`config.mk`:
```
export PLATFORM = sky130hd
export DESIGN_NAME = ipv4_text_validate_classify
export DESIGN_NICKNAME = d
export VERILOG_FILES = /design/src/rtl/itvc_pkg.sv /design/src/rtl/ipv4_text_validate_classify.sv /design/src/rtl/itvc_parse.sv
export SDC_FILE = /design/constraint.sdc
export NUM_CORES = 1
export LEC_CHECK = 0
export ABC_CLOCK_PERIOD_IN_PS = 6300
export BUFFER_PORTS_ARGS = -buffer_cell sky130_fd_sc_hd__buf_4
export CAP_MARGIN = 20
export CORE_MARGIN = 1.5
export CORE_UTILIZATION = 50
export DETAILED_ROUTE_END_ITERATION = 10
export PLACE_DENSITY_LB_ADDON = 0.15
export SYNTH_ARGS = -nofsm -noshare
export SYNTH_HDL_FRONTEND = slang
export SYNTH_SLANG_ARGS = --single-unit
```
`constraint.sdc`:
```
create_clock -name clk -period 6.3 [get_ports clk]
set_clock_uncertainty 0.2 [all_clocks]
set_input_delay 0.315 -clock clk [delete_from_list [all_inputs] [get_ports clk]]
set_output_delay 0.315 -clock clk [all_outputs]
set_load 0.01 [all_outputs]
```
`src/rtl/itvc_pkg.sv`:
```
// shared types and constants for the ipv4 text validate and classify block
package itvc_pkg;

    localparam logic [7:0] CH_ZERO  = 8'h30;
    localparam logic [7:0] CH_NINE  = 8'h39;
    localparam logic [7:0] CH_DOT   = 8'h2E;
    localparam logic [7:0] CH_OPEN  = 8'h5B;
    localparam logic [7:0] CH_CLOSE = 8'h5D;

    localparam logic [7:0]  OCT_TEN       = 8'd10;
    localparam logic [7:0]  OCT_172       = 8'd172;
    localparam logic [7:0]  OCT_192       = 8'd192;
    localparam logic [7:0]  OCT_168       = 8'd168;
    localparam logic [7:0]  OCT_16        = 8'd16;
    localparam logic [7:0]  OCT_31        = 8'd31;
    localparam logic [11:0] MAX_OCTET     = 12'd255;
    localparam logic [1:0]  MAX_DIGITS    = 2'd3;
    localparam logic [1:0]  TEN_DIGITS    = 2'd2;
    localparam logic [1:0]  LAST_OCTET    = 2'd3;

    localparam int OUT_TDATA_W = 40;
    localparam int IN_TDATA_W  = 8;

    typedef struct packed {
        logic [1:0]  octet_index;
        logic [1:0]  digit_count;
        logic [7:0]  octet_value;
        logic [23:0] upper_octets;
        logic        first_is_ten_text;
        logic        open_seen;
        logic        close_seen;
        logic        failed;
    } itvc_state_t;

    typedef struct packed {
        logic [31:0] address;
        logic        priv_flag;
        logic        valid_res;
    } itvc_result_t;

endpackage

```
`src/rtl/ipv4_text_validate_classify.sv`:
```
// top level: ipv4 dotted-decimal text validator and private-range classifier
//
// Takes the address text one character per transaction on the slave stream,
// tlast on the final character, and returns one result transaction per text on
// the master stream. A character sits in an input register, then the grammar
// state update and the result logic run in a single combinational step into
// the result register, so one character is taken every clock cycle unless a
// final character stalls in the input register, and the result register
// loads when its final character leaves the input register. The input register
// keeps taking characters while a result waits in the output register; only a
// final character stalls there, until the waiting result is taken. The user
// writes bracket_mode over the cfg port while the block is idle; the block does not enforce it.
module ipv4_text_validate_classify (
    input  logic                              clk,
    input  logic                              rst_n,
    // cfg write channel, data bit 0: bracket_mode
    input  logic                              cfg_valid,
    output logic                              cfg_ready,
    input  logic                              cfg_data,
    // character stream
    input  logic                              s_axis_tvalid,
    output logic                              s_axis_tready,
    input  logic [itvc_pkg::IN_TDATA_W-1:0]   s_axis_tdata,  // [7:0] ch
    input  logic                              s_axis_tlast,  // last
    // result stream
    output logic                              m_axis_tvalid,
    input  logic                              m_axis_tready,
    output logic [itvc_pkg::OUT_TDATA_W-1:0]  m_axis_tdata   // [0] valid_res, [1] priv_flag,
                                                             // [33:2] address, [39:34] zero
);
    import itvc_pkg::*;

    // bracket mode register
    logic mode_reg;

    // input register
    logic       in_valid_reg;
    logic       in_valid_next;
    logic [7:0] in_ch_reg;
    logic       in_last_reg;

    // result register
    logic         out_valid_reg;
    logic         out_valid_next;
    itvc_result_t out_res_reg;

    logic         advance;
    logic         in_take;
    itvc_result_t result;
    itvc_state_t  pstate;

    assign cfg_ready = 1'b1;

    always_ff @(posedge clk or negedge rst_n)
    begin
        if (!rst_n)
            mode_reg <= 1'b0;
        else if (cfg_valid && cfg_ready)
            mode_reg <= cfg_data;
    end

    // a non-final character never needs the result register
    assign advance       = in_valid_reg && (!in_last_reg || !out_valid_reg || m_axis_tready);
    assign s_axis_tready = !in_valid_reg || advance;
    assign in_take       = s_axis_tvalid && s_axis_tready;

    always_comb
    begin
        in_valid_next = in_valid_reg;
        if (in_take)
            in_valid_next = 1'b1;
        else if (advance)
            in_valid_next = 1'b0;
    end

    always_ff @(posedge clk or negedge rst_n)
    begin
        if (!rst_n)
            in_valid_reg <= 1'b0;
        else
            in_valid_reg <= in_valid_next;
    end

    always_ff @(posedge clk)
    begin
        if (in_take)
        begin
            in_ch_reg   <= s_axis_tdata[7:0];
            in_last_reg <= s_axis_tlast;
        end
    end

    itvc_parse u_parse (
        .clk    (clk),
        .rst_n  (rst_n),
        .step   (advance),
        .ch     (in_ch_reg),
        .last   (in_last_reg),
        .mode   (mode_reg),
        .result (result),
        .state  (pstate)
    );

    // result register loads on the final character of a text
    always_comb
    begin
        out_valid_next = out_valid_reg;
        if (advance && in_last_reg)
            out_valid_next = 1'b1;
        else if (m_axis_tready)
            out_valid_next = 1'b0;
    end

    always_ff @(posedge clk or negedge rst_n)
    begin
        if (!rst_n)
            out_valid_reg <= 1'b0;
        else
            out_valid_reg <= out_valid_next;
    end

    always_ff @(posedge clk)
    begin
        if (advance && in_last_reg)
            out_res_reg <= result;
    end

    assign m_axis_tvalid = out_valid_reg;
    assign m_axis_tdata  = {6'd0, out_res_reg.address, out_res_reg.priv_flag,
                            out_res_reg.valid_res};

    // private only ever reported for a valid text
    assert property (@(posedge clk) disable iff (!rst_n)
        out_valid_reg |-> (out_res_reg.valid_res || !out_res_reg.priv_flag))
        else $error("private flag set on invalid text");

    // invalid text carries a zero address
    assert property (@(posedge clk) disable iff (!rst_n)
        (out_valid_reg && !out_res_reg.valid_res) |-> (out_res_reg.address == 32'd0))
        else $error("nonzero address on invalid text");

    // the final character clears the per-text state
    assert property (@(posedge clk) disable iff (!rst_n)
        (advance && in_last_reg) |=> (pstate == '0))
        else $error("text state not cleared after final character");

    // a final character only moves on when the result register can take it
    assert property (@(posedge clk) disable iff (!rst_n)
        (advance && in_last_reg) |=> out_valid_reg)
        else $error("result lost after final character");

endmodule

```
`src/rtl/itvc_parse.sv`:
```
// per-character grammar state update and end-of-text result logic
module itvc_parse (
    input  logic                 clk,
    input  logic                 rst_n,
    input  logic                 step,
    input  logic [7:0]           ch,
    input  logic                 last,
    input  logic                 mode,
    output itvc_pkg::itvc_result_t result,
    output itvc_pkg::itvc_state_t  state
);
    import itvc_pkg::*;

    itvc_state_t st_reg;
    itvc_state_t st_next;
    itvc_state_t upd;
    logic [11:0] digit_val;
    logic [7:0]  o0;
    logic [7:0]  o1;
    logic        ok;

    // value * 10 + digit
    assign digit_val = {1'b0, st_reg.octet_value, 3'b000} + {3'b000, st_reg.octet_value, 1'b0}
                       + {4'd0, ch - CH_ZERO};

    always_comb
    begin
        upd = st_reg;
        if (st_reg.failed)
        begin
            upd = st_reg;
        end
        else if (mode && !st_reg.open_seen)
        begin
            if (ch == CH_OPEN)
                upd.open_seen = 1'b1;
            else
                upd.failed = 1'b1;
        end
        else if (st_reg.close_seen)
        begin
            upd.failed = 1'b1;
        end
        else if (ch >= CH_ZERO && ch <= CH_NINE)
        begin
            if (st_reg.digit_count >= MAX_DIGITS || digit_val > MAX_OCTET)
                upd.failed = 1'b1;
            else
            begin
                upd.octet_value = digit_val[7:0];
                upd.digit_count = st_reg.digit_count + 2'd1;
            end
        end
        else if (ch == CH_DOT)
        begin
            if (st_reg.digit_count == 2'd0 || st_reg.octet_index >= LAST_OCTET)
                upd.failed = 1'b1;
            else
            begin
                if (st_reg.octet_index == 2'd0)
                    upd.first_is_ten_text = (st_reg.octet_value == OCT_TEN)
                                            && (st_reg.digit_count == TEN_DIGITS);
                upd.upper_octets = {st_reg.upper_octets[15:0], st_reg.octet_value};
                upd.octet_index  = st_reg.octet_index + 2'd1;
                upd.digit_count  = 2'd0;
                upd.octet_value  = 8'd0;
            end
        end
        else if (ch == CH_CLOSE && mode)
        begin
            if (st_reg.octet_index == LAST_OCTET && st_reg.digit_count != 2'd0)
                upd.close_seen = 1'b1;
            else
                upd.failed = 1'b1;
        end
        else
        begin
            upd.failed = 1'b1;
        end
    end

    // result from the state after this character
    assign o0 = upd.upper_octets[23:16];
    assign o1 = upd.upper_octets[15:8];
    assign ok = !upd.failed && upd.octet_index == LAST_OCTET && upd.digit_count != 2'd0
                && upd.open_seen == mode && upd.close_seen == mode;

    always_comb
    begin
        result.valid_res = ok;
        result.address   = ok ? {upd.upper_octets, upd.octet_value} : 32'd0;
        result.priv_flag = 1'b0;
        if (ok)
        begin
            if (upd.first_is_ten_text)
                result.priv_flag = 1'b1;
            else if (o0 == OCT_172)
                result.priv_flag = (o1 >= OCT_16) && (o1 <= OCT_31);
            else if (o0 == OCT_192 && o1 == OCT_168)
                result.priv_flag = 1'b1;
        end
    end

    always_comb
    begin
        st_next = st_reg;
        if (step)
            st_next = last ? '0 : upd;
    end

    always_ff @(posedge clk or negedge rst_n)
    begin
        if (!rst_n)
            st_reg <= '0;
        else
            st_reg <= st_next;
    end

    assign state = st_reg;

endmodule
```
==> reports/results.ini <==
[sta]
drv_slew = 0
min_period_ns = 4.63
slew_headroom_pct = 32.5
hold_viol = 0
fmax_mhz = 216
setup_viol = 0
min_period_over_period_pct = 73.4
worst_pin_slew_ns = 1.01
rsz0062_at_grt = no
timing.setup.tns_ns = 0

[placement]
globalplace.congestion = 0.883
port_buffers = 50
hpwl_um = 7320

[synthesis]
yosysSeqAreaShare_pct = 48.4
synth_flop_cell = edfxtp_1
yosys.area.top_type = edfxtp_1
yosysWarnings = 0
yosysUniqueCellTypes = 65
synth.top_cell.area_share_pct = 26.4
syn_area_um2 = 4890
syn_inst = 419
postSynthAreaPerCell_um2 = 11.7
synth-seq-cells = 86
synthTopCellsByArea = edfxtp_1 (26%), dfrtp_1 (22%), nor3_2 (5.7%)
async_reset_ff_share_pct = 50.0
synth_edf_count = 43

[finish]
fill_cells = 826
area_growth_pct = 14.7
finalNetCount = 512
largest_reg_flops = 40
drive_above_1_share_pct = 24.3
final_core_util_pct = 59.8
layout_commonest_cell = buf_4
diodes = 0
final_cell_mix = buf_4 (55), edfxtp_1 (43), dfrtp_1 (43)

[clock_tree]
numCtsBuffers = 9
post_cts_buffers = 0
clk_path_buf_depth = 2
cts_tree = done
clk_latency_ns = 0.36
cts_root_buf = clkbuf_8
clock-sinks = 86
clk_pin_slew_ns = 0.09
htree_num_levels = 3

[routing]
drt-initial-drc-count = 249
wirelength_um = 10600
postRouteAntennaNets = 0
remaining_drc_errors = 0
vias_per_cell = 5.77
via_count = 3496
wire_per_inst_um = 17.5
dr.pass1.iters = 4

[grt]
grt_pass1_vias = 3543
antenna_found_initial = 0
grt_pass1_wl_um = 17400
grt_start_max_net_pins = 44
grt_use_total_pct = 21.9
grt-ovfl-total = 0

[floorplan]
num_rows = 35
ios = 58
dieArea_um2 = 10400
start_util_pct = 52.2
die_h_um = 102
die_x_um = 102
core_area_um2 = 9370

[power_and_ir_drop]
leakagePower_nw = 2.25
internal_power_mw = 1.03
power.net_switching_mw = 0.578
seq_power_share_pct = 41.9
p_sw_share_pct = 36.0
p_per_area_nw_per_um2 = 286
clkPwrFrac_pct = 24.7
max-vdd-ir-drop_mv = 0.322
pwr-share-comb_pct = 33.4

[worst_setup_path]
crit_path_max_fanout = 34
reg2reg_from = in_ch_reg[4]
critPathKind = reg -> reg
reg2regPathDepth = 13
slowest_stage = a2111oi_4
r2r_slack_ns = 1.67
cpLargestDelayFamily = compound AO/OA/AOI/OAI gates
cp.required_ns = 6.19
crit_path_start_kind = register
crit_arrival_ns = 4.51
end_kind = register
path_buf_inv = 2
crit_top_cell = ha_1
crit_path_cell_trace = ha_1 -> xor2_1 -> fa_1 -> inv_1 -> ha_1 -> a21o_1 -> a221oi_2 -> xnor2_1 -> a2111oi_4 -> a211oi_1 -> nor4b_4 -> buf_4 -> nor3_1
cpPeakStageDelay_ns = 0.55
reg2reg_to = m_axis_tdata[2]

[run_status]
run_status = complete, no violations

[job]
drv_cap = 0

[min_path]
worst_hold_path_type = in -> async

[power groups by stage]
stage	Clock [mW]	Sequential [mW]	Combinational [mW]
2_1_floorplan	0	0.671	0.408
3_3_place_gp	0	0.681	0.517
3_5_place_dp	0	0.682	0.527
4_1_cts	0.402	0.671	0.537
5_1_grt	0.422	0.678	0.600
6_report	0.396	0.673	0.537
[synthesized netlist by cell type (6+ instances only)]
library cell	count
o22ai_1	7
nor3_2	28
nor2_1	18
inv_1	29
a22o_1	24
dfrtp_1	43
clkbuf_1	12
mux2i_1	19
buf_6	6
a21oi_1	16
edfxtp_1	43
nand3_1	8
fa_1	6
nor3_1	7
nand2_1	19
ha_1	19
buf_4	11
a211oi_1	7
a22oi_1	8
o21ai_0	7
[worst max path at each step]
stage / cells after the start / endpoint / from / slack, ns
after floorplan: 13 / m_axis_tdata[1] / in_ch_reg[4] / 2.14
after global placement: 13 / m_axis_tdata[2] / in_ch_reg[4] / 1.77
after detailed placement: 13 / m_axis_tdata[2] / in_ch_reg[4] / 1.66
after CTS: 13 / m_axis_tdata[2] / in_ch_reg[4] / 1.65
after global routing: 13 / m_axis_tdata[2] / in_ch_reg[4] / 1.42
final: 13 / m_axis_tdata[2] / in_ch_reg[4] / 1.67
[per-layer routing]
layer / up-vias / share of wire [%] / wire length, um / GRT usage [%]
li1: 1660 / - / - / -
met2: 94 / 49 / 5260 / 37.2
met1: 1722 / 45 / 4750 / 28.1
met5: - / 0 / 0 / 0
met3: 20 / 3.7 / 388 / 3.56
met4: 0 / 2.2 / 235 / 9.06
[metrics by stage]
stage                     area, um2  setup WS (ns)  hold WS, ns  instances  total power [mW]
final                          5610           1.67        0.307        606              1.61
after global routing           5610           1.42        0.334        606              1.70
after CTS                      5610           1.65        0.295        606              1.61
after detailed placement       5270           1.66        0.148        576              1.21
after global placement         5270           1.77        0.145        576              1.20
after floorplan                4910           2.14       -0.181        424              1.08
[final cells by class]
cell class / instances / area (um2) / share of cell area, %
clock inverters: 6 / 70.1 / 1.25
clock buffers: 10 / 128 / 2.28
multi-input cells: 277 / 2220 / 39.6
well taps: 129 / 161 / 2.88
repair buffers: 69 / 553 / 9.86
inverters: 29 / 109 / 1.94
flip-flops and latches: 86 / 2370 / 42.2
[cell families after synthesis]
logic type      after synthesis  share of synthesized area (%)
xor+xnor                      7                           1.25
other cells                   2                          0.154
flops                        86                           48.4
buf+inv                      61                           6.73
compound gates               98                           15.3
fa+ha+maj                    25                           7.32
simple gates                119                           16.5
mux                          21                           4.35
[repair_timing]
action / 4_1_cts / 5_1_grt
hold buffers: 14 / 0
gates resized for setup: 0 / 0
endpoints found under the hold margin: 55 / 0
Power figures use the tool's default switching activity.
